===== config.mk =====
export PLATFORM = sky130hd
export DESIGN_NAME = matrix_multiply_engine_flat
export DESIGN_NICKNAME = d
export VERILOG_FILES = /design/src/mme_pkg.sv /design/src/mme_in_if.sv /design/src/mme_out_if.sv /design/src/mme_cfg_if.sv /design/src/mme_ram.sv /design/src/mme_mac_seq.sv /design/src/matrix_multiply_engine.sv /design/src/flat_wrapper.sv
export SDC_FILE = /design/constraint.sdc
export NUM_CORES = 2
export LEC_CHECK = 0
export ABC_AREA = 0
export BUFFER_PORTS_ARGS = -buffer_cell sky130_fd_sc_hd__buf_4
export CAP_MARGIN = 20
export CORE_AREA = 2 2 417 419
export CTS_CLUSTER_DIAMETER = 200
export DETAILED_ROUTE_END_ITERATION = 12
export DIE_AREA = 0 0 419 421
export HOLD_SLACK_MARGIN = 0.1
export PLACE_DENSITY = 0.84
export RECOVER_POWER = 25
export SETUP_SLACK_MARGIN = 0.3
export SKIP_CTS_REPAIR_TIMING = 1
export SLEW_MARGIN = 40
export SYNTH_ARGS = -nofsm -noshare
export SYNTH_HDL_FRONTEND = slang
export SYNTH_SLANG_ARGS = --single-unit

===== constraint.sdc =====
create_clock -name clk -period 6.7 [get_ports clk]
set_input_delay 0.67 -clock clk [delete_from_list [all_inputs] [get_ports clk]]
set_output_delay 0.67 -clock clk [all_outputs]
set_load 0.02 [all_outputs]

===== src/mme_pkg.sv =====
`timescale 1ns / 1ps
// Shared types and constants of the matrix multiply engine.
// No dependencies; every other file of the block but mme_ram imports this package.
package mme_pkg;

  localparam int IDX_W     = 3;
  localparam int DIM_W     = 4;
  localparam int OUT_W     = 35;
  localparam int ACT_W     = 2;
  localparam int CFG_IDX_W = 8;

  localparam logic [ACT_W-1:0] ACT_LOAD_A  = 2'd0;
  localparam logic [ACT_W-1:0] ACT_LOAD_B  = 2'd1;
  localparam logic [ACT_W-1:0] ACT_COMPUTE = 2'd2;

  localparam logic [CFG_IDX_W-1:0] REG_ROWS_A    = 8'd0;
  localparam logic [CFG_IDX_W-1:0] REG_INNER_DIM = 8'd1;
  localparam logic [CFG_IDX_W-1:0] REG_COLS_B    = 8'd2;

  localparam logic [DIM_W-1:0] DIM_RESET = 4'd8;

  typedef struct packed {
    logic [DIM_W-1:0] nr;
    logic [DIM_W-1:0] nk;
    logic [DIM_W-1:0] nc;
  } dims_t;

endpackage


===== src/mme_in_if.sv =====
`timescale 1ns / 1ps
// Input channel of the matrix multiply engine: load and compute transactions.
// Depends on mme_pkg.
interface mme_in_if #(
  parameter int ELEM_BITS = 16
);
  import mme_pkg::*;

  logic                        valid;
  logic                        ready;
  logic [ACT_W-1:0]            action;
  logic [IDX_W-1:0]            elem_row;
  logic [IDX_W-1:0]            elem_col;
  logic signed [ELEM_BITS-1:0] elem_value;

  modport source (output valid, action, elem_row, elem_col, elem_value, input ready);
  modport sink (input valid, action, elem_row, elem_col, elem_value, output ready);
endinterface


===== src/mme_out_if.sv =====
`timescale 1ns / 1ps
// Result channel of the matrix multiply engine: one element of C per transaction.
// Depends on mme_pkg.
interface mme_out_if;
  import mme_pkg::*;

  logic                    valid;
  logic                    ready;
  logic [IDX_W-1:0]        out_row;
  logic [IDX_W-1:0]        out_col;
  logic signed [OUT_W-1:0] out_value;
  logic                    last;

  modport source (output valid, out_row, out_col, out_value, last, input ready);
  modport sink (input valid, out_row, out_col, out_value, last, output ready);
endinterface


===== src/mme_cfg_if.sv =====
`timescale 1ns / 1ps
// Configuration write channel of the matrix multiply engine.
// Depends on mme_pkg.
interface mme_cfg_if;
  import mme_pkg::*;

  logic                 valid;
  logic                 ready;
  logic [CFG_IDX_W-1:0] idx;
  logic [DIM_W-1:0]     wdata;

  modport source (output valid, idx, wdata, input ready);
  modport sink (input valid, idx, wdata, output ready);
endinterface


===== src/mme_ram.sv =====
`timescale 1ns / 1ps
// Generic simple dual-port RAM with one write port and a registered read port.
// No dependencies.
module mme_ram #(
  parameter int WIDTH = 16,
  parameter int DEPTH = 64
) (
  input  logic                     clk,
  input  logic                     we,
  input  logic [$clog2(DEPTH)-1:0] waddr,
  input  logic [WIDTH-1:0]         wdata,
  input  logic                     re,
  input  logic [$clog2(DEPTH)-1:0] raddr,
  output logic [WIDTH-1:0]         rdata
);
  logic [WIDTH-1:0] mem [DEPTH];
  logic [WIDTH-1:0] rdata_r;

  always_ff @(posedge clk) begin
    if (we) begin
      mem[waddr] <= wdata;
    end
    if (re) begin
      rdata_r <= mem[raddr];
    end
  end

  assign rdata = rdata_r;
endmodule


===== src/mme_mac_seq.sv =====
`timescale 1ns / 1ps
// Compute sequencer: walks row, column and inner index, reads both stores,
// multiplies, accumulates and holds each finished element in an output register.
// Depends on mme_pkg, mme_out_if.
module mme_mac_seq #(
  parameter int MAX_DIM   = 8,
  parameter int ELEM_BITS = 16
) (
  input  logic                                   clk,
  input  logic                                   rst_n,
  input  logic                                   start,
  input  mme_pkg::dims_t                         dims,
  output logic                                   busy,
  output logic                                   ren,
  output logic [$clog2(MAX_DIM*MAX_DIM)-1:0]     a_addr,
  output logic [$clog2(MAX_DIM*MAX_DIM)-1:0]     b_addr,
  input  logic [ELEM_BITS-1:0]                   a_rdata,
  input  logic [ELEM_BITS-1:0]                   b_rdata,
  mme_out_if.source                              out_ch
);
  import mme_pkg::*;

  localparam int ADDR_W = $clog2(MAX_DIM * MAX_DIM);
  localparam int PROD_W = 2 * ELEM_BITS;

  typedef struct packed {
    logic             first;
    logic             lastk;
    logic             last;
    logic [IDX_W-1:0] row;
    logic [IDX_W-1:0] col;
  } tag_t;

  logic             busy_r, busy_nxt;
  logic [IDX_W-1:0] row_r, row_nxt;
  logic [IDX_W-1:0] col_r, col_nxt;
  logic [IDX_W-1:0] k_r, k_nxt;
  logic             s1_valid_r, s1_valid_nxt;
  logic             s2_valid_r, s2_valid_nxt;
  logic             out_valid_r, out_valid_nxt;
  tag_t             s1_tag_r, s2_tag_r, issue_tag;
  logic signed [OUT_W-1:0]  s2_prod_r, acc_r, acc_sum, out_value_r;
  logic signed [PROD_W-1:0] prod_full;
  logic signed [ELEM_BITS-1:0] a_s, b_s;
  logic [IDX_W-1:0] out_row_r, out_col_r;
  logic             out_last_r;
  logic             en, last_k, last_c, last_r;

  assign en     = !out_valid_r || out_ch.ready;
  assign last_k = ({1'b0, k_r} == dims.nk - DIM_W'(1));
  assign last_c = ({1'b0, col_r} == dims.nc - DIM_W'(1));
  assign last_r = ({1'b0, row_r} == dims.nr - DIM_W'(1));

  assign issue_tag = '{first: (k_r == '0), lastk: last_k, last: last_k && last_c && last_r,
                       row: row_r, col: col_r};

  assign ren    = busy_r && en;
  assign a_addr = ADDR_W'(row_r) * ADDR_W'(MAX_DIM) + ADDR_W'(k_r);
  assign b_addr = ADDR_W'(k_r) * ADDR_W'(MAX_DIM) + ADDR_W'(col_r);
  assign busy   = busy_r;

  always_comb begin
    busy_nxt = busy_r;
    row_nxt  = row_r;
    col_nxt  = col_r;
    k_nxt    = k_r;
    if (start) begin
      busy_nxt = 1'b1;
      row_nxt  = '0;
      col_nxt  = '0;
      k_nxt    = '0;
    end else if (busy_r && en) begin
      if (last_k) begin
        k_nxt = '0;
        if (last_c) begin
          col_nxt = '0;
          if (last_r) begin
            busy_nxt = 1'b0;
          end else begin
            row_nxt = row_r + IDX_W'(1);
          end
        end else begin
          col_nxt = col_r + IDX_W'(1);
        end
      end else begin
        k_nxt = k_r + IDX_W'(1);
      end
    end
  end

  always_comb begin
    s1_valid_nxt  = s1_valid_r;
    s2_valid_nxt  = s2_valid_r;
    out_valid_nxt = out_valid_r;
    if (en) begin
      s1_valid_nxt  = busy_r;
      s2_valid_nxt  = s1_valid_r;
      out_valid_nxt = s2_valid_r && s2_tag_r.lastk;
    end
  end

  assign a_s       = $signed(a_rdata);
  assign b_s       = $signed(b_rdata);
  assign prod_full = a_s * b_s;
  assign acc_sum   = (s2_tag_r.first ? '0 : acc_r) + s2_prod_r;

  always_ff @(posedge clk) begin
    if (!rst_n) begin
      busy_r      <= 1'b0;
      s1_valid_r  <= 1'b0;
      s2_valid_r  <= 1'b0;
      out_valid_r <= 1'b0;
      row_r       <= '0;
      col_r       <= '0;
      k_r         <= '0;
    end else begin
      busy_r      <= busy_nxt;
      s1_valid_r  <= s1_valid_nxt;
      s2_valid_r  <= s2_valid_nxt;
      out_valid_r <= out_valid_nxt;
      row_r       <= row_nxt;
      col_r       <= col_nxt;
      k_r         <= k_nxt;
    end
  end

  always_ff @(posedge clk) begin
    if (en) begin
      s1_tag_r  <= issue_tag;
      s2_tag_r  <= s1_tag_r;
      s2_prod_r <= OUT_W'(prod_full);
      if (s2_valid_r) begin
        acc_r <= acc_sum;
        if (s2_tag_r.lastk) begin
          out_value_r <= acc_sum;
          out_row_r   <= s2_tag_r.row;
          out_col_r   <= s2_tag_r.col;
          out_last_r  <= s2_tag_r.last;
        end
      end
    end
  end

  assign out_ch.valid     = out_valid_r;
  assign out_ch.out_row   = out_row_r;
  assign out_ch.out_col   = out_col_r;
  assign out_ch.out_value = out_value_r;
  assign out_ch.last      = out_last_r;
endmodule


===== src/matrix_multiply_engine.sv =====
`timescale 1ns / 1ps
// Matrix multiply engine top level: configuration registers, load decode,
// the A and B element stores and the compute sequencer.
// Depends on mme_pkg, mme_in_if, mme_out_if, mme_cfg_if, mme_ram, mme_mac_seq.
// Loads are accepted while no compute runs and may follow back to back.
// A compute transaction holds the input for rows_a*cols_b*inner_dim
// multiply-accumulates, dimensions clamped to 1..MAX_DIM, one per cycle through
// the store read ports while the output is not stalled.
// Reset is synchronous: dimensions return to 8, stored elements are undefined.
module matrix_multiply_engine #(
  parameter int MAX_DIM   = 8,
  parameter int ELEM_BITS = 16
) (
  input  logic       clk,
  input  logic       rst_n,
  mme_in_if.sink     in_ch,
  mme_out_if.source  out_ch,
  mme_cfg_if.sink    cfg_ch
);
  import mme_pkg::*;

  localparam int DEPTH  = MAX_DIM * MAX_DIM;
  localparam int ADDR_W = $clog2(DEPTH);

  logic [DIM_W-1:0]     rows_a_r, inner_dim_r, cols_b_r;
  dims_t                dims;
  logic                 busy, in_acc, cfg_acc, in_range, we_a, we_b, start, ren;
  logic [ADDR_W-1:0]    waddr, a_addr, b_addr;
  logic [ELEM_BITS-1:0] a_rdata, b_rdata;

  function automatic logic [DIM_W-1:0] clamp_dim(input logic [DIM_W-1:0] d);
    logic [DIM_W-1:0] r;
    r = d;
    if (d == '0) begin
      r = DIM_W'(1);
    end else if (d > DIM_W'(MAX_DIM)) begin
      r = DIM_W'(MAX_DIM);
    end
    return r;
  endfunction

  assign cfg_ch.ready = 1'b1;
  assign cfg_acc      = cfg_ch.valid && cfg_ch.ready;

  always_ff @(posedge clk) begin
    if (!rst_n) begin
      rows_a_r    <= DIM_RESET;
      inner_dim_r <= DIM_RESET;
      cols_b_r    <= DIM_RESET;
    end else if (cfg_acc) begin
      case (cfg_ch.idx)
        REG_ROWS_A:    rows_a_r    <= cfg_ch.wdata;
        REG_INNER_DIM: inner_dim_r <= cfg_ch.wdata;
        REG_COLS_B:    cols_b_r    <= cfg_ch.wdata;
        default: begin
        end
      endcase
    end
  end

  assign dims = '{nr: clamp_dim(rows_a_r), nk: clamp_dim(inner_dim_r),
                  nc: clamp_dim(cols_b_r)};

  assign in_ch.ready = !busy;
  assign in_acc      = in_ch.valid && in_ch.ready;
  assign in_range    = ({1'b0, in_ch.elem_row} < DIM_W'(MAX_DIM)) &&
                       ({1'b0, in_ch.elem_col} < DIM_W'(MAX_DIM));
  assign we_a        = in_acc && in_range && (in_ch.action == ACT_LOAD_A);
  assign we_b        = in_acc && in_range && (in_ch.action == ACT_LOAD_B);
  assign start       = in_acc && (in_ch.action == ACT_COMPUTE);
  assign waddr       = ADDR_W'(in_ch.elem_row) * ADDR_W'(MAX_DIM) + ADDR_W'(in_ch.elem_col);

  mme_ram #(.WIDTH(ELEM_BITS), .DEPTH(DEPTH)) u_store_a (
    .clk   (clk),
    .we    (we_a),
    .waddr (waddr),
    .wdata (in_ch.elem_value),
    .re    (ren),
    .raddr (a_addr),
    .rdata (a_rdata)
  );

  mme_ram #(.WIDTH(ELEM_BITS), .DEPTH(DEPTH)) u_store_b (
    .clk   (clk),
    .we    (we_b),
    .waddr (waddr),
    .wdata (in_ch.elem_value),
    .re    (ren),
    .raddr (b_addr),
    .rdata (b_rdata)
  );

  mme_mac_seq #(.MAX_DIM(MAX_DIM), .ELEM_BITS(ELEM_BITS)) u_mac_seq (
    .clk     (clk),
    .rst_n   (rst_n),
    .start   (start),
    .dims    (dims),
    .busy    (busy),
    .ren     (ren),
    .a_addr  (a_addr),
    .b_addr  (b_addr),
    .a_rdata (a_rdata),
    .b_rdata (b_rdata),
    .out_ch  (out_ch)
  );
endmodule

===== src/flat_wrapper.sv =====
// flat-port wrapper written by rule: the top's interface ports become plain ports
module matrix_multiply_engine_flat import mme_pkg::*;
#(
  parameter int MAX_DIM   = 8,
  parameter int ELEM_BITS = 16
)
  (clk, rst_n, in_ch_valid, in_ch_action, in_ch_elem_row, in_ch_elem_col, in_ch_elem_value, in_ch_ready, out_ch_valid, out_ch_out_row, out_ch_out_col, out_ch_out_value, out_ch_last, out_ch_ready, cfg_ch_valid, cfg_ch_idx, cfg_ch_wdata, cfg_ch_ready);
  mme_in_if #(.ELEM_BITS(ELEM_BITS)) in_ch_i ();
  mme_out_if out_ch_i ();
  mme_cfg_if cfg_ch_i ();
  input  logic clk;
  input  logic rst_n;
  input wire logic [$bits(in_ch_i.valid)-1:0] in_ch_valid;
  input wire logic [$bits(in_ch_i.action)-1:0] in_ch_action;
  input wire logic [$bits(in_ch_i.elem_row)-1:0] in_ch_elem_row;
  input wire logic [$bits(in_ch_i.elem_col)-1:0] in_ch_elem_col;
  input wire logic [$bits(in_ch_i.elem_value)-1:0] in_ch_elem_value;
  output wire logic [$bits(in_ch_i.ready)-1:0] in_ch_ready;
  output wire logic [$bits(out_ch_i.valid)-1:0] out_ch_valid;
  output wire logic [$bits(out_ch_i.out_row)-1:0] out_ch_out_row;
  output wire logic [$bits(out_ch_i.out_col)-1:0] out_ch_out_col;
  output wire logic [$bits(out_ch_i.out_value)-1:0] out_ch_out_value;
  output wire logic [$bits(out_ch_i.last)-1:0] out_ch_last;
  input wire logic [$bits(out_ch_i.ready)-1:0] out_ch_ready;
  input wire logic [$bits(cfg_ch_i.valid)-1:0] cfg_ch_valid;
  input wire logic [$bits(cfg_ch_i.idx)-1:0] cfg_ch_idx;
  input wire logic [$bits(cfg_ch_i.wdata)-1:0] cfg_ch_wdata;
  output wire logic [$bits(cfg_ch_i.ready)-1:0] cfg_ch_ready;
  assign in_ch_i.valid = in_ch_valid;
  assign in_ch_i.action = in_ch_action;
  assign in_ch_i.elem_row = in_ch_elem_row;
  assign in_ch_i.elem_col = in_ch_elem_col;
  assign in_ch_i.elem_value = in_ch_elem_value;
  assign in_ch_ready = in_ch_i.ready;
  assign out_ch_valid = out_ch_i.valid;
  assign out_ch_out_row = out_ch_i.out_row;
  assign out_ch_out_col = out_ch_i.out_col;
  assign out_ch_out_value = out_ch_i.out_value;
  assign out_ch_last = out_ch_i.last;
  assign out_ch_i.ready = out_ch_ready;
  assign cfg_ch_i.valid = cfg_ch_valid;
  assign cfg_ch_i.idx = cfg_ch_idx;
  assign cfg_ch_i.wdata = cfg_ch_wdata;
  assign cfg_ch_ready = cfg_ch_i.ready;
  matrix_multiply_engine #(.MAX_DIM(MAX_DIM), .ELEM_BITS(ELEM_BITS)) u_core (.clk(clk), .rst_n(rst_n), .in_ch(in_ch_i), .out_ch(out_ch_i), .cfg_ch(cfg_ch_i));
endmodule

==> impl_results.md <==
- Final Wtd Congestion: 0.8643
- Clock period minus worst slack: 6.263 ns
- Setup violations, final: 0
- Critical path class: flop to flop
- Fin Clk Skew: 0.07157 ns
- Initial antenna violation count: 35
- Total Routed Length: 264.9 mm
- Worst-margin pin slew: 5.543 ns
- Inst Count DP: 7,098
- First-pass GRT wire length: 370.7 mm
- CP top delay family: adder cells
- Die Span X: 419 um
- Drt first pass iters: 8
- Routed Antenna Nets: 0
- WP buf/inv: 5
- #FFs+latches synth: 2,232
- Tot Pwr: 33,660 uW
- Top FF cell, synth: edfxtp_1
- Post-route insts no fill: 7,534
- Ys Warns: 0
- Die area: 176,400 sq um
- Yosys cell types: 64
- CTS Root Cell: clkbuf_16
- Leak: 0.03498 uW
- Synth Instances: 4,695
- Slew headroom: -269.5%
- Bufs on Longest Clock Path: 3
- DIE HEIGHT: 421 um
- Area grow syn2layout: 11.99%
- # port buffers: 84
- Util after Layout: 62.14%
- Mapped Avg Cell Area: 20.38 sq um
- Most common cell after layout, fill and taps aside: edfxtp_1
- GR Overflow Total: 0
- Compound-Gate Fraction of Synth Area: 1.178%
- Register area share after synthesis: 69.77%
- Syn Nets: 5,122
- Yosys top cell area share: 69.25%
- Status: finished, violations left
- Dpl hpwl: 141.9 mm
- # DRC: 0
- Max Slew Vio Count: 1,462
- PD cells: 314.0 nW/um^2
- CTS sink count: 2,232
- RSZ-0062 raised after global routing: yes
- Cell chain of the critical path: buf_4 > and2_4 > fa_1 > inv_1 > fa_1 > fa_1 > inv_1 > fa_1 > fa_1 > inv_1 > fa_1 > inv_1 > ha_4 > a211o_1 > o32a_4 > a2111o_1 > a311oi_2 > o21bai_1 > a21oi_1 > xnor2_1
- Placed instance area: 100,300 sq um
- Reg clk slew, reported paths: 0.07 ns
- Starting Density: 55.49%
- Violated checks: max-capacitance violations, max-slew violations
- Hold Fails Final Rpt: 0
- Nets: 5,443
- CORE AREA: 172,500 sq um
- Vias in the first global route: 50,890
- Post-synthesis mux area share: 15.97%
- WL/cell: 35.17 um
- Simple-Gate Fraction of Synth Area: 3.106%
- Post-layout instance area: 107,200 sq um
- I/O pins: 86
- H-tree level count: 4
- Critical Path Most Common Cell: fa_1
- Max incr delay on CP: 0.52 ns
- Hold path start: cfg_ch_wdata[1]
- VDD IR-drop max: 0.3356 mV
- Reg2reg start: u_core.u_store_b.rdata[4]$_DFFE_PP_
- Via density: 6.766
- Slowest-stage cell, CP: fa_1
- Via count: 50,980
- Largest net degree at the start of global routing: 129
- CP max FO: 6
- Fmax: 0.1597 GHz
- Most frequent cells in the layout: edfxtp_1, mux4_2, inv_1
- Nature of the critical path endpoint: flop
- Setup_tns: 0 ns
- Layout cells sized above 1: 24.81%
- Mapped cell area: 95,710 sq um
- Worst EP arrival: 6.88 ns
- Worst setup startpoint: u_core.u_store_b.rdata[4]$_DFFE_PP_
- Fin crit share: 93.48%
- Tot GR Track Use: 29.43%
- Max Cap Violations: 32
- CTS tree: done
- Clk_lat worst skew: 0.89 ns
- Synth top area cells: edfxtp_1, mux4_2, fa_1
- XOR/XNOR share of the synthesized area: 0.7596%
- Initial drt markers: 8,477
- Worst Path Required: 7.32 ns
- Largest family of logic cells by synthesized area: multiplexers
- Synth area leader: edfxtp_1
- Num rows: 153
- Hold Path Class: input pin to flop
- Adder-Cell Fraction of Synth Area: 7.109%
- Post-synth EDFFs: 2,207
- CP Launch Type: flop
- Num CTS Buffers: 206
- Ys async rst share: 0%
## flip-flops by register name (all words and copies together) (netlist names), 4 cells and up
register and flops:
u_core.u_store_a.mem 1024, u_core.u_store_b.mem 1024, u_core.u_store_b.rdata 16, u_core.u_mac_seq.out_ch.out_value 35
u_core.cols_b_r 4, u_core.u_store_a.rdata 16, u_core.u_mac_seq.acc_r 35, u_core.rows_a_r 4
u_core.u_mac_seq.s2_prod_r 32, u_core.u_mac_seq.s1_tag_r 9, u_core.inner_dim_r 4, u_core.u_mac_seq.s2_tag_r 9
## worst paths after layout
check | to | slack (ns) | cells after the start
max | u_core.u_mac_seq.s2_prod_r[25]$_DFFE_PN_ | 0.44 | 20
min | u_core.inner_dim_r[1]$_SDFFE_PN0P_ | 0.09 | 3
max reg2reg | u_core.u_mac_seq.s2_prod_r[25]$_DFFE_PN_ | 0.44 | 20
min reg2reg | u_core.u_mac_seq.s2_tag_r[0]$_DFFE_PN_ | 0.42 | 0
## metrics by stage
step | hold WS [ns] | worst slack [ns]
after floorplan | 0.4003 | 0.4884
after global placement | 0.4063 | 0.2817
after detailed placement | 0.4045 | 0.1546
after CTS | 0.03300 | 0.1302
after global routing | 0.1028 | 0.2437
final | 0.08689 | 0.4370
## metal layers
layer / share of wire (%) / GRT usage (%) / wire, um
met5: 0.096 / 0 / 255
met4: 6.4 / 14.46 / 17020
met3: 12 / 7.246 / 32910
met2: 48 / 46.63 / 128100
met1: 33 / 38.49 / 86620
## report_power, final
part / leakage [uW] / switching [uW] / internal (uW) / total [uW]
Combinational: 0.0116 / 3350 / 2550 / 5900
Sequential: 0.0201 / 61.3 / 15800 / 15900
Clock: 0.00323 / 5490 / 6420 / 11900
## logic make-up (layout without fill, tap and decap cells)
| family | after synthesis | after routing |
|---|---|---|
| and+or+nand+nor | 625 | 625 |
| buffers and inverters | 515 | 1015 |
| xor gates and xnor gates | 83 | 83 |
| muxes | 687 | 687 |
| other | 1 | 15 |
| adders and majority gates | 386 | 386 |
| DFF | 2232 | 2232 |
| AOI/OAI and AO/OA | 166 | 166 |
## synthesized netlist by cell type (12+ instances only)
| master | instances |
|---|---|
| nand3_1 | 16 |
| clkbuf_1 | 125 |
| o21ai_0 | 24 |
| nand2b_1 | 17 |
| fa_1 | 263 |
| nor2_1 | 196 |
| nor2b_1 | 54 |
| and2_1 | 118 |
| a21oi_1 | 51 |
| nor3_1 | 12 |
| nand2_1 | 177 |
| inv_1 | 309 |
| buf_1 | 23 |
| mux4_2 | 672 |
| buf_2 | 52 |
| xor2_1 | 16 |
| mux2i_1 | 15 |
| edfxtp_1 | 2207 |
| a21o_1 | 30 |
| o21a_1 | 12 |
| ha_1 | 123 |
| xnor2_1 | 67 |
| dfxtp_1 | 25 |
## area by class of cell
cell class / count / area, sq um
multi-input cells: 1948 / 27090
flip-flops and latches: 2232 / 66790
fillers: 10780 / 65300
inverters: 311 / 1170
well taps: 2325 / 2909
clock buffers: 257 / 5388
repair buffers: 317 / 2516
clock inverters: 130 / 1282
diodes: 14 / 35.03
## worst min-delay path: cells and delay by family
| family | cells | cell delay, ns |
|---|---|---|
| buffers and inverters | 1 | 0.10 |
| and+or+nand+nor | 1 | 0.10 |
| muxes | 1 | 0.07 |
Note: power is estimated with default switching activity, not from simulation.
